<file path="src/lpcd_pkg.sv">
// Shared types and constants of the length-prefixed chunk deframer.
`default_nettype none

package lpcd_pkg;

  localparam logic [2:0] HdrIdxLenHi = 3'd4;
  localparam logic [2:0] HdrIdxLenLo = 3'd5;

  typedef struct packed {
    logic [31:0] chunk_seq;
    logic [15:0] chunk_len;
    logic [7:0]  payload_byte;
    logic [15:0] byte_offset;
    logic        last_in_chunk;
    logic        empty_chunk;
  } result_t;

  // Control between the parser and the stages around it.
  typedef struct packed {
    logic take;
    logic has_result;
  } parse_ctl_t;

endpackage

`default_nettype wire

</file>
<file path="src/lpcd_if.sv">
// Valid/ready stream interfaces for raw bytes and for deframed results.
`default_nettype none

interface lpcd_byte_if;
  logic       valid;
  logic       ready;
  logic [7:0] data_byte;

  modport source (output valid, output data_byte, input ready);
  modport sink (input valid, input data_byte, output ready);
endinterface

interface lpcd_result_if;
  logic        valid;
  logic        ready;
  logic [31:0] chunk_seq;
  logic [15:0] chunk_len;
  logic [7:0]  payload_byte;
  logic [15:0] byte_offset;
  logic        last_in_chunk;
  logic        empty_chunk;

  modport source (output valid, output chunk_seq, output chunk_len, output payload_byte,
                  output byte_offset, output last_in_chunk, output empty_chunk,
                  input ready);
  modport sink (input valid, input chunk_seq, input chunk_len, input payload_byte,
                input byte_offset, input last_in_chunk, input empty_chunk,
                output ready);
endinterface

`default_nettype wire

</file>
<file path="src/lpcd_in_stage.sv">
// Input register of the deframer: holds one byte until the parser takes it.
`default_nettype none

module lpcd_in_stage
  import lpcd_pkg::*;
(
  input  wire logic   clk_i,
  input  wire logic   rst_ni,
  lpcd_byte_if.sink   byte_i,
  input  wire logic   take_i,
  output logic        item_valid_o,
  output logic [7:0]  item_byte_o
);

  logic       valid_q, valid_d;
  logic [7:0] byte_q;
  logic       accept;

  assign byte_i.ready = !valid_q || take_i;
  assign accept       = byte_i.valid && byte_i.ready;

  always_comb begin
    valid_d = valid_q;
    if (accept) begin
      valid_d = 1'b1;
    end else if (take_i) begin
      valid_d = 1'b0;
    end
  end

  always_ff @(posedge clk_i or negedge rst_ni) begin
    if (!rst_ni) begin
      valid_q <= 1'b0;
    end else begin
      valid_q <= valid_d;
    end
  end

  always_ff @(posedge clk_i) begin
    if (accept) begin
      byte_q <= byte_i.data_byte;
    end
  end

  assign item_valid_o = valid_q;
  assign item_byte_o  = byte_q;

endmodule

`default_nettype wire

</file>
<file path="src/lpcd_parser.sv">
// Header and payload tracking, one byte per cycle unless the slot is full.
`default_nettype none

module lpcd_parser
  import lpcd_pkg::*;
(
  input  wire logic       clk_i,
  input  wire logic       rst_ni,
  input  wire logic       item_valid_i,
  input  wire logic [7:0] item_byte_i,
  input  wire logic       slot_free_i,
  output parse_ctl_t      ctl_o,
  output result_t         result_o
);

  logic [2:0]  hdr_idx_q, hdr_idx_d;
  logic [31:0] seq_q, seq_d;
  logic [15:0] len_q, len_d;
  logic [15:0] count_q, count_d;
  logic        in_payload_q, in_payload_d;
  logic        has_result;
  logic        take;
  logic [16:0] next_off;
  logic [15:0] len_full;

  assign next_off = {1'b0, count_q} + 17'd1;
  assign len_full = {len_q[15:8], item_byte_i};

  always_comb begin
    hdr_idx_d    = hdr_idx_q;
    seq_d        = seq_q;
    len_d        = len_q;
    count_d      = count_q;
    in_payload_d = in_payload_q;
    has_result   = 1'b0;
    result_o     = '0;
    result_o.chunk_seq = seq_q;
    result_o.chunk_len = len_q;
    if (in_payload_q) begin
      has_result             = 1'b1;
      result_o.payload_byte  = item_byte_i;
      result_o.byte_offset   = count_q;
      result_o.last_in_chunk = (next_off == {1'b0, len_q});
      count_d                = next_off[15:0];
      if (result_o.last_in_chunk) begin
        in_payload_d = 1'b0;
        hdr_idx_d    = '0;
      end
    end else if (hdr_idx_q < HdrIdxLenHi) begin
      seq_d     = {seq_q[23:0], item_byte_i};
      hdr_idx_d = hdr_idx_q + 3'd1;
    end else if (hdr_idx_q == HdrIdxLenHi) begin
      len_d     = {item_byte_i, 8'h00};
      hdr_idx_d = HdrIdxLenLo;
    end else begin
      // Final header byte; out-of-range indexes complete the header as well.
      len_d     = len_full;
      hdr_idx_d = '0;
      count_d   = '0;
      if (len_full == 16'd0) begin
        has_result             = 1'b1;
        result_o.chunk_len     = 16'd0;
        result_o.last_in_chunk = 1'b1;
        result_o.empty_chunk   = 1'b1;
      end else begin
        in_payload_d = 1'b1;
      end
    end
  end

  // A header byte waits for the output slot only when it ends an empty chunk.
  assign take = item_valid_i && (!has_result || slot_free_i);

  always_ff @(posedge clk_i or negedge rst_ni) begin
    if (!rst_ni) begin
      hdr_idx_q    <= '0;
      seq_q        <= '0;
      len_q        <= '0;
      count_q      <= '0;
      in_payload_q <= 1'b0;
    end else if (take) begin
      hdr_idx_q    <= hdr_idx_d;
      seq_q        <= seq_d;
      len_q        <= len_d;
      count_q      <= count_d;
      in_payload_q <= in_payload_d;
    end
  end

  assign ctl_o.take       = take;
  assign ctl_o.has_result = has_result;

endmodule

`default_nettype wire

</file>
<file path="src/lpcd_out_stage.sv">
// Result register of the deframer, driving the result channel.
`default_nettype none

module lpcd_out_stage
  import lpcd_pkg::*;
(
  input  wire logic     clk_i,
  input  wire logic     rst_ni,
  input  wire logic     load_i,
  input  wire result_t  result_i,
  output logic          slot_free_o,
  lpcd_result_if.source result_o
);

  logic    valid_q, valid_d;
  result_t data_q;

  assign slot_free_o = !valid_q || result_o.ready;

  always_comb begin
    valid_d = valid_q;
    if (load_i) begin
      valid_d = 1'b1;
    end else if (result_o.ready) begin
      valid_d = 1'b0;
    end
  end

  always_ff @(posedge clk_i or negedge rst_ni) begin
    if (!rst_ni) begin
      valid_q <= 1'b0;
    end else begin
      valid_q <= valid_d;
    end
  end

  always_ff @(posedge clk_i) begin
    if (load_i) begin
      data_q <= result_i;
    end
  end

  assign result_o.valid         = valid_q;
  assign result_o.chunk_seq     = data_q.chunk_seq;
  assign result_o.chunk_len     = data_q.chunk_len;
  assign result_o.payload_byte  = data_q.payload_byte;
  assign result_o.byte_offset   = data_q.byte_offset;
  assign result_o.last_in_chunk = data_q.last_in_chunk;
  assign result_o.empty_chunk   = data_q.empty_chunk;

endmodule

`default_nettype wire

</file>
<file path="src/length_prefixed_chunk_deframer_unit.sv">
// Top level of the length-prefixed chunk deframer.
//
// Raw stream bytes enter on byte_i, one byte per transaction. Each chunk is a
// 6-byte header (32-bit big-endian sequence number, 16-bit big-endian payload
// length) followed by that many payload bytes. Every payload byte leaves as
// one transaction on result_o with the chunk's sequence number and length,
// its offset and a last-in-chunk flag. A zero-length chunk gives a single
// result flagged empty and last on its final header byte; header bytes
// otherwise give nothing.
// A byte is registered in the input stage, then parsed and written to the
// result register, which drives result_o. Throughput is one byte per cycle
// while the receiver takes results; the parser updates its header/payload
// counters for each byte it takes.
// When the receiver stalls, the result register holds its transaction; the
// input register still takes one more byte, and header bytes, bar the final
// byte of an empty chunk, keep flowing since they need no result slot. Reset
// returns the parser to the start of a header and empties both registers.
`default_nettype none

module length_prefixed_chunk_deframer_unit
  import lpcd_pkg::*;
(
  input  wire logic     clk_i,
  input  wire logic     rst_ni,
  lpcd_byte_if.sink     byte_i,
  lpcd_result_if.source result_o
);

  logic       item_valid;
  logic [7:0] item_byte;
  logic       slot_free;
  parse_ctl_t ctl;
  result_t    result;

  lpcd_in_stage u_in_stage (
    .clk_i        (clk_i),
    .rst_ni       (rst_ni),
    .byte_i       (byte_i),
    .take_i       (ctl.take),
    .item_valid_o (item_valid),
    .item_byte_o  (item_byte)
  );

  lpcd_parser u_parser (
    .clk_i        (clk_i),
    .rst_ni       (rst_ni),
    .item_valid_i (item_valid),
    .item_byte_i  (item_byte),
    .slot_free_i  (slot_free),
    .ctl_o        (ctl),
    .result_o     (result)
  );

  // A result is written only when the parser consumes a byte that makes one.
  lpcd_out_stage u_out_stage (
    .clk_i       (clk_i),
    .rst_ni      (rst_ni),
    .load_i      (ctl.take && ctl.has_result),
    .result_i    (result),
    .slot_free_o (slot_free),
    .result_o    (result_o)
  );

endmodule

`default_nettype wire

</file>
<file path="src/flat_wrapper.sv">
// flat-port wrapper written by rule: the top's interface ports become plain ports
module length_prefixed_chunk_deframer_unit_flat import lpcd_pkg::*;
  (clk_i, rst_ni, byte_i_valid, byte_i_data_byte, byte_i_ready, result_o_valid, result_o_chunk_seq, result_o_chunk_len, result_o_payload_byte, result_o_byte_offset, result_o_last_in_chunk, result_o_empty_chunk, result_o_ready);
  lpcd_byte_if byte_i_i ();
  lpcd_result_if result_o_i ();
  input  wire logic clk_i;
  input  wire logic rst_ni;
  input wire logic [$bits(byte_i_i.valid)-1:0] byte_i_valid;
  input wire logic [$bits(byte_i_i.data_byte)-1:0] byte_i_data_byte;
  output wire logic [$bits(byte_i_i.ready)-1:0] byte_i_ready;
  output wire logic [$bits(result_o_i.valid)-1:0] result_o_valid;
  output wire logic [$bits(result_o_i.chunk_seq)-1:0] result_o_chunk_seq;
  output wire logic [$bits(result_o_i.chunk_len)-1:0] result_o_chunk_len;
  output wire logic [$bits(result_o_i.payload_byte)-1:0] result_o_payload_byte;
  output wire logic [$bits(result_o_i.byte_offset)-1:0] result_o_byte_offset;
  output wire logic [$bits(result_o_i.last_in_chunk)-1:0] result_o_last_in_chunk;
  output wire logic [$bits(result_o_i.empty_chunk)-1:0] result_o_empty_chunk;
  input wire logic [$bits(result_o_i.ready)-1:0] result_o_ready;
  assign byte_i_i.valid = byte_i_valid;
  assign byte_i_i.data_byte = byte_i_data_byte;
  assign byte_i_ready = byte_i_i.ready;
  assign result_o_valid = result_o_i.valid;
  assign result_o_chunk_seq = result_o_i.chunk_seq;
  assign result_o_chunk_len = result_o_i.chunk_len;
  assign result_o_payload_byte = result_o_i.payload_byte;
  assign result_o_byte_offset = result_o_i.byte_offset;
  assign result_o_last_in_chunk = result_o_i.last_in_chunk;
  assign result_o_empty_chunk = result_o_i.empty_chunk;
  assign result_o_i.ready = result_o_ready;
  length_prefixed_chunk_deframer_unit u_core (.clk_i(clk_i), .rst_ni(rst_ni), .byte_i(byte_i_i), .result_o(result_o_i));
endmodule
</file>
<file path="config.mk">
export PLATFORM = sky130hd
export DESIGN_NAME = length_prefixed_chunk_deframer_unit_flat
export DESIGN_NICKNAME = d
export VERILOG_FILES = /design/src/lpcd_pkg.sv /design/src/lpcd_if.sv /design/src/lpcd_in_stage.sv /design/src/lpcd_parser.sv /design/src/lpcd_out_stage.sv /design/src/length_prefixed_chunk_deframer_unit.sv /design/src/flat_wrapper.sv
export SDC_FILE = /design/constraint.sdc
export NUM_CORES = 1
export LEC_CHECK = 0
export ABC_AREA = 1
export BUFFER_PORTS_ARGS = -buffer_cell sky130_fd_sc_hd__clkbuf_2
export CORE_MARGIN = 5
export CORE_UTILIZATION = 30
export DETAILED_ROUTE_END_ITERATION = 8
export REMOVE_ABC_BUFFERS = 1
export SYNTH_ARGS = -nofsm -noshare
export SYNTH_HDL_FRONTEND = slang
export SYNTH_SLANG_ARGS = --single-unit
</file>
<file path="constraint.sdc">
create_clock -name clk_i -period 3.7 [get_ports clk_i]
set_input_delay 0.555 -clock clk_i [delete_from_list [all_inputs] [get_ports clk_i]]
set_output_delay 0.555 -clock clk_i [all_outputs]
set_load 0.01 [all_outputs]
</file>
Yosys cells after proc, flatten, opt, wreduce, memory -nomap -nowiden
Cells that the tools add are included.
- logic and storage cells: 72
- input port bits: 12
- flip-flop bits (word level): 152
- output and inout bits: 76
- reductions and logical operators: 18
- add/subtract/negate cells: 2
- order comparisons: 1
- bitwise logic cells: 2
- muxes and demuxes: 29
- equal/unequal tests: 5
- operators with widths (operator ; count):
    16-bit 2-to-1 mux ; 7
    16-bit by 1-bit adder with 17-bit output, second input constant ; 1
    17-bit by 16-bit == test with 1-bit output ; 1
    16-bit logical NOT ; 1
    1-bit 2-to-1 mux ; 14
    3-bit 2-to-1 mux ; 4
    3-bit AND reduction ; 3
    8-bit 2-to-1 mux ; 1
    2-bit 2-to-1 mux ; 3
    2-bit != test, second input constant ; 2
    4-bit AND reduction ; 1
    2-bit nonzero test ; 2
    3-bit by 1-bit adder with 3-bit output, second input constant ; 1
    3-bit == test, second input constant ; 1
    1-bit logical AND ; 3
    1-bit logical NOT ; 3
    1-bit logical OR ; 3
    3-bit less-than comparator, second input constant ; 1
    3-bit OR reduction ; 1
    2-bit by 1-bit != test with 1-bit output, second input constant ; 1
    1-bit inverter ; 2
    2-bit AND reduction ; 1

Depth between registers and ports, before layout
Gate-level depths: netlist of the first run.
- depth in word-level cells: 11
- depth in mapped cells: 15
- mapped depth without buffers: 15

Cells and area by module
A second synthesis of the first run with hierarchy kept.
- cell total of the unflattened synthesis: 600
- area total of the unflattened synthesis: 6331.1 µm²
- by module, submodules not included (module ; area each (µm²) ; cells an instance ; instances ; seq. area each (µm²)):
    lpcd_parser ; 3771.1 ; 505 ; 1 ; 1701.6
    lpcd_out_stage ; 2267.2 ; 79 ; 1 ; 2247.2
    lpcd_in_stage ; 285.3 ; 14 ; 1 ; 265.3
    length_prefixed_chunk_deframer_unit ; 7.5 ; 2 ; 1 ; 0.0

Worst setup path before layout of the first run
OpenSTA, ideal clock, no wires.
- path kind: reg-to-reg
- start: reg u_core.u_parser.hdr_idx_q[0]
- end: reg u_core.u_out_stage.data_q (netlist bit u_core.u_out_stage.result_o.byte_offset[0]), enable pin
- required time: 3272 ps
- path buffers: 0
- path slack: 692 ps
- setup time: 428 ps
- period minus slack after synthesis: 3008 ps
- cell stages (with the launch flop): 9
- arrival: 2580 ps
- cells stage by stage: dfrtp_1 > inv_1 > ha_1 > nor2_1 > nand3_2 > nand2_4 > a21boi_4 > nand2_1 > inv_1
- cells in the longest elaborated chain, start to end: 8
- elaborated cells between the ends (all ways): 9
- those cells by class: order compare (1); eq/ne (1); mux (3); reduce/logical (4)
- RTL lines (item ; RTL line ; source):
    from (decl) ; lpcd_parser.sv:16 ; logic [2:0] hdr_idx_q, hdr_idx_d;
    from (signal assigned) ; lpcd_parser.sv:82 ; hdr_idx_q <= hdr_idx_d;
    parallel branches: the longest is 2 deep, another holds 3-bit less-than comparator ; -- ;
    1-bit 2-to-1 mux * ; lpcd_parser.sv:49 ; end else if (hdr_idx_q < HdrIdxLenHi) begin
    1-bit 2-to-1 mux * ; lpcd_parser.sv:39 ; if (in_payload_q) begin
    1-bit logical NOT ; lpcd_parser.sv:72 ; assign take = item_valid_i && (!has_result || slot_free_i);
    1-bit logical OR ; lpcd_parser.sv:72 ;
    1-bit logical AND ; lpcd_parser.sv:72 ;
    1-bit logical AND * ; length_prefixed_chunk_deframer_unit.sv:58 ; .load_i (ctl.take && ctl.has_result),
    net u_core.u_out_stage.load_i ; lpcd_out_stage.sv:9 ; input wire logic load_i,
    to (signal assigned) ; lpcd_out_stage.sv:39 ; data_q <= result_i;
    to (decl) ; lpcd_out_stage.sv:16 ; result_t data_q;
Mark *: on every way through the listed nets, which the timed path passes.
A chain may end at the register's enable or synchronous reset.

Final worst setup path of the first run
- start: reg u_core.u_parser.hdr_idx_q[2]
- end: reg u_core.u_out_stage.data_q (netlist bit u_core.u_out_stage.result_o.chunk_seq[2]), enable pin
Same word-level chain as after synthesis.

==> results of run 1 <==
[logic make-up after synthesis]
group,share of synthesized area
buffers and inverters,0.0721
AND/OR/NAND/NOR,0.213
adder cells (fa/ha/maj),0.00573
AO/OA/AOI/OAI,0.0636
XOR/XNOR,0.00134
flip-flops,0.644
[synthesized netlist by cell type]
library cell / n / area (µm²)
nand3_2: 1 / 10.0
nand2_2: 3 / 18.8
nor2_2: 5 / 31.3
buf_1: 1 / 3.75
inv_4: 1 / 6.26
a21boi_0: 1 / 7.51
nor2_4: 1 / 11.3
o21ai_0: 34 / 170
clkbuf_1: 15 / 56.3
buf_4: 1 / 7.51
o21ai_1: 3 / 15.0
buf_6: 5 / 56.3
xnor2_1: 1 / 8.76
dfrtp_1: 70 / 1750
ha_1: 3 / 37.5
a21boi_4: 1 / 18.8
inv_2: 4 / 15.0
a22o_1: 8 / 70.1
nor3_1: 2 / 10.0
a21oi_2: 8 / 70.1
nor2_1: 54 / 203
inv_1: 87 / 327
nand2_1: 188 / 706
a21oi_1: 1 / 5.00
o21ai_2: 6 / 52.6
nand2_4: 1 / 11.3
edfxtp_1: 82 / 2460
nand3_1: 58 / 290
o21bai_1: 1 / 7.51
nand4_1: 17 / 106
[routing by layer]
metal,wire [µm],vias up,track usage
met2,6750,129,0.193
li1,-,2340,-
met5,0,-,0
met1,7130,2158,0.169
met3,582,22,0.0265
met4,412,0,0.0545
[final cells by class]
cell class | count | area share
flip-flops and latches | 152 | 0.537
multi-input cells | 397 | 0.237
repair buffers | 92 | 0.0635
clock buffers | 19 | 0.0565
well taps | 280 | 0.0446
inverters | 92 | 0.0443
clock inverters | 13 | 0.0169
[power breakdown]
part           internal [mW]  switching [mW]  leakage (nW)
sequential              2.42           0.330          1.67
clock                  0.964           0.720         0.278
combinational          0.564            1.05          1.65
[worst min path at each step]
| stage | from | endpoint | depth (start not counted) |
|---|---|---|---|
| floorplan | rst_ni | u_core.u_in_stage.item_valid_o | 0 |
| global placement | u_core.u_parser.seq_q[23] | u_core.u_out_stage.result_o.chunk_seq[23] | 0 |
| detailed placement | u_core.u_parser.seq_q[29] | u_core.u_out_stage.result_o.chunk_seq[29] | 0 |
| CTS | rst_ni | u_core.u_parser.seq_q[31] | 1 |
| global route | rst_ni | u_core.u_parser.seq_q[31] | 1 |
| finish | rst_ni | u_core.u_parser.seq_q[31] | 1 |
[worst max-delay path, cell delays in order, from the launching register on]
cell and delay (ns):
dfrtp_1 0.40, inv_1 0.32, nor2_1 0.12, nand3_2 0.12, nand2_4 0.07, a21boi_4 0.29
nand2_1 0.14, inv_2 0.41, buf_12 0.34
[state kept, by name, indices dropped and copies added, names as in the netlist]
signal                                     cells
u_core.u_out_stage.result_o.chunk_seq         32
u_core.u_parser.seq_q                         32
u_core.u_out_stage.result_o.byte_offset       16
u_core.u_out_stage.result_o.chunk_len         16
u_core.u_parser.count_q                       16
u_core.u_parser.len_q                         16
u_core.u_in_stage.item_byte_o                  8
u_core.u_out_stage.result_o.payload_byte       8
u_core.u_parser.hdr_idx_q                      3
u_core.u_in_stage.item_valid_o                 1
u_core.u_out_stage.result_o.empty_chunk        1
u_core.u_out_stage.result_o.last_in_chunk      1
u_core.u_out_stage.result_o.valid              1
u_core.u_parser.in_payload_q                   1
[through the flow]
stage | setup slack [ns] | util | hold slack (ns) | cells
6_report | 1.10 | 0.362 | 0.205 | 1045
3_3_place_gp | 1.23 | 0.335 | 0.435 | 1013
5_1_grt | 0.917 | 0.362 | 0.264 | 1045
4_1_cts | 1.11 | 0.362 | 0.221 | 1045
3_5_place_dp | 1.12 | 0.335 | 0.437 | 1013
2_1_floorplan | 0.557 | - | 0.259 | 641
==> impl_metrics.tcl, run 1 <==
set metrics [dict create \
    r2r_cells 8 \
    clockRootBuffer "clkbuf_16" \
    mostFrequentLayoutCells "nand2_1 (188), inv_1 (86), clkbuf_2 (86)" \
    synth_area_um2 6550 \
    start_util 0.302 \
    min-delay-path-class "in2async" \
    yosysWarningCount 0 \
    cts.hold.buffers_added 0 \
    finalMaxSlewViolations 0 \
    die_w_um 158 \
    endpoint_kind "flip-flop" \
    p_leak_nw 3.60 \
    r2r-start "u_core.u_parser.hdr_idx_q[2]" \
    drt-initial-drc-count 391 \
    cp.required_ns 3.79 \
    crit_start "u_core.u_parser.hdr_idx_q[2]" \
    cts-resized-gates 0 \
    ff2ff_setup_slack_ns 1.10 \
    yosysUniqueCellTypes 30 \
    final.setup.tns_ns 0 \
    finish.instance_area_um2 7850 \
    final_common_cell "nand2_1" \
    worst_pin_slew_ns 0.783 \
    setup-violations-final 0 \
    final_hold_viol_count 0 \
    die_y_um 158 \
    peakVddDrop_mv 0.331 \
    grt_max_degree 54 \
    cts.clk_slew.worst_paths_ns 0.07 \
    place_congestion 0.909 \
    status "completed" \
    cp_data_arrival_time_ns 2.69 \
    core.rowCount 54 \
    antenna_cells 0 \
    ant_nets 0 \
    fill_cells 2152 \
    layout-drive-gt1-share 0.203 \
    crit_end "u_core.u_out_stage.result_o.chunk_seq[2]" \
    clk_latency_ns 0.41 \
    dp_hpwl_um 10800 \
    cts_sinks 152 \
    design.core.area_um2 21700 \
    area_growth_pct 19.9 \
    syn_inst 663 \
    fin_nets 767 \
    drc 0 \
    relSlewSlack 0.476 \
    viasPerCell 4.45 \
    timing.fmax_ghz 0.385 \
    place_area_um2 7270 \
    finalCriticalPeriod_ns 2.60 \
    period_share 0.702 \
    crit_path_start_kind "flip-flop" \
    avgSynthCellArea_um2 9.87 \
    setup.worst_path.class "reg2reg" \
    wire_per_inst_um 14.2 \
    die-area_um2 24900 \
    tritoncts "yes" \
    vias 4649 \
    drv_cap 0 \
    finalClockSkew_ns 0.00805 \
    power_mw 6.05 \
    grt_pass1_wl_um 23900 \
    powerDensity_nw_per_um2 771 \
    grt_overflow 0 \
    rsz0062_at_grt "false" \
    port_buffers 87 \
    grt_pass1_vias 4495 \
    r2r-end "u_core.u_out_stage.result_o.chunk_seq[2]" \
    regArea_um2 4210 \
    cts-htree-levels 4 \
    cts-buffers-inserted 17 \
    routed_wl_um 14900 \
    ys_seq_area_frac 0.644 \
    postCtsSetupBuffers 0 \
    grtUsageTotal 0.125 \
    io_pins 88 \
    yosys_register_bits 152 \
    multi_input_area_um2 1860 \
    grt_antenna_before_repair 0 \
    cts_buffer_depth 2 \
    cp_max_fo 53 \
    first_pass_iters 5 \
]
Note: power is estimated with default switching activity, not from simulation.
==> run 2, diff against run 1 <==
- clock period: 3.7 -> 2.2 ns (I/O delays scaled with it)
==> run 2 against run 1 <==
Global-route usage grew 0.39 points. Critical path depth is 1 lower. Register-to-register slack worse by 0.91 ns. Critical path type is now reg2out. Largest power group unchanged. Highest routed layer unchanged.
==> impl_metrics.tcl, run 2 (synthesis gave the netlist of run 1 again) <==
set metrics [dict create \
    powerDensity_nw_per_um2 1300 \
    vias 4738 \
    start_util 0.302 \
    clk_latency_ns 0.42 \
    cts-buffers-inserted 17 \
    grt_overflow 0 \
    fin_nets 801 \
    worst_pin_slew_ns 0.424 \
    grt_max_degree 71 \
    core.rowCount 54 \
    timing.fmax_ghz 0.482 \
    critPathMaxStageDelay_ns 0.43 \
    cts_sinks 152 \
    antenna_cells 0 \
    cp.required_ns 1.87 \
    fill_cells 2118 \
    viasPerCell 4.39 \
    setup-violations-final 0 \
    setup_slack_ns 0.125 \
    peakVddDrop_mv 0.407 \
    slowest_stage "edfxtp_1" \
    finalCriticalPeriod_ns 2.07 \
    period_share 0.943 \
    finish.instance_area_um2 8300 \
    path_cells "inv_2 > nand4_1 > nor2_2 > nand3_2 > nand2_4 > nand3_2 > clkbuf_2" \
    hold_ws_ns 0.0889 \
    finalMaxSlewViolations 0 \
    place_area_um2 7550 \
    drv_cap 0 \
    die_w_um 158 \
    die-area_um2 24900 \
    grt_pass1_vias 4670 \
    clockRootBuffer "clkbuf_16" \
    cp_data_arrival_time_ns 1.74 \
    tritoncts "yes" \
    grt_antenna_before_repair 0 \
    crit_top_cell "nand3_2" \
    p_leak_nw 3.82 \
    regArea_um2 4220 \
    finalClockSkew_ns 0.0151 \
    area_growth_pct 26.8 \
    status "completed" \
    final_common_cell "nand2_1" \
    setup.worst_path.class "reg2out" \
    wire_per_inst_um 14.2 \
    layout-drive-gt1-share 0.264 \
    routed_wl_um 15300 \
    drt-initial-drc-count 331 \
    crit_path_start_kind "flip-flop" \
    power_mw 10.8 \
    min-delay-path-class "in2reg" \
    dpl_worst_slack_ns 0.0397 \
    cts-htree-levels 4 \
    design.core.area_um2 21700 \
    place_congestion 0.926 \
    cts.clk_slew.worst_paths_ns 0.06 \
    io_pins 88 \
    dp_hpwl_um 11300 \
    drc 0 \
    die_y_um 158 \
    mostFrequentLayoutCells "nand2_1 (187), clkbuf_2 (86), inv_1 (83)" \
    relSlewSlack 0.717 \
    cp_max_fo 4 \
    first_pass_iters 4 \
    multi_input_area_um2 1930 \
    grtUsageTotal 0.129 \
    port_buffers 87 \
    final_hold_viol_count 0 \
    endpoint_kind "primary output" \
    ant_nets 0 \
    cts_buffer_depth 2 \
    grt_pass1_wl_um 25000 \
]
-- run 2: cell count changes in the layout (fill, tap and decap cells not counted), moves of 6 or more --
cell    delta
nor2_2     +6
buf_12     +7
nor2_1     -8
buf_4     +26
-- run 2: per-layer routing --
layer | wire length (µm) | track usage | up-vias
li1 | - | - | 2423
met4 | 161 | 0.0422 | 0
met3 | 949 | 0.0383 | 10
met5 | 0 | 0 | -
met1 | 7120 | 0.174 | 2202
met2 | 7100 | 0.199 | 103
-- run 2: repair_timing --
action / CTS / global route
hold buffers: 1 / 0
resized for setup: 1 / 27
buffers inserted: 0 / 7
endpoints found under the hold margin: 70 / 0
setup endpoints to repair: 1 / 28
pin swaps: 0 / 4
-- run 2: final timing paths --
| path | depth (start not counted) | slack [ns] | endpoint | from |
|---|---|---|---|---|
| max | 7 | 0.13 | byte_i_ready | u_core.u_in_stage.item_byte_o[4] |
| min | 1 | 0.09 | u_core.u_in_stage.item_byte_o[6] | byte_i_data_byte[6] |
| max reg2reg | 12 | 0.19 | u_core.u_parser.seq_q[20] | u_core.u_in_stage.item_byte_o[4] |
| min reg2reg | 0 | 0.45 | u_core.u_out_stage.result_o.chunk_seq[24] | u_core.u_parser.seq_q[24] |
| max in group asynchronous | 3 | 1.36 | u_core.u_parser.count_q[6] | rst_ni |
| min in group asynchronous | 3 | 0.45 | u_core.u_parser.seq_q[30] | rst_ni |
-- run 2: power by group --
part | internal (mW) | leakage [nW] | total, mW | switching (mW)
combinational | 1.27 | 1.85 | 3.25 | 1.98
clock | 1.73 | 0.301 | 2.98 | 1.25
sequential | 4.07 | 1.67 | 4.53 | 0.464
total | 7.07 | 3.82 | 10.8 | 3.70
-- run 2: layout make-up --
class	instances	area share
sequential	152	0.508
tap	280	0.0422
timing repair buffer	126	0.102
clock inverter	14	0.0216
inverter	92	0.0419
clock buffer	18	0.0517
multi-input combinational	397	0.233
-- run 2: worst max-delay path: cells and delay by family (launching register included) --
| kind | cells | cell delay (ns) |
|---|---|---|
| flip-flops | 1 | 0.43 |
| AND/OR/NAND/NOR | 5 | 0.61 |
| buffers and inverters | 2 | 0.28 |
-- run 2: metrics by stage --
stage                     TNS [ns]  cells   util
after CTS                        0   1072  0.377
after floorplan             -73.06    641      -
after detailed placement         0   1039  0.348
after global routing       -0.0882   1079  0.383
after global placement           0   1039  0.348
final                            0   1079  0.383
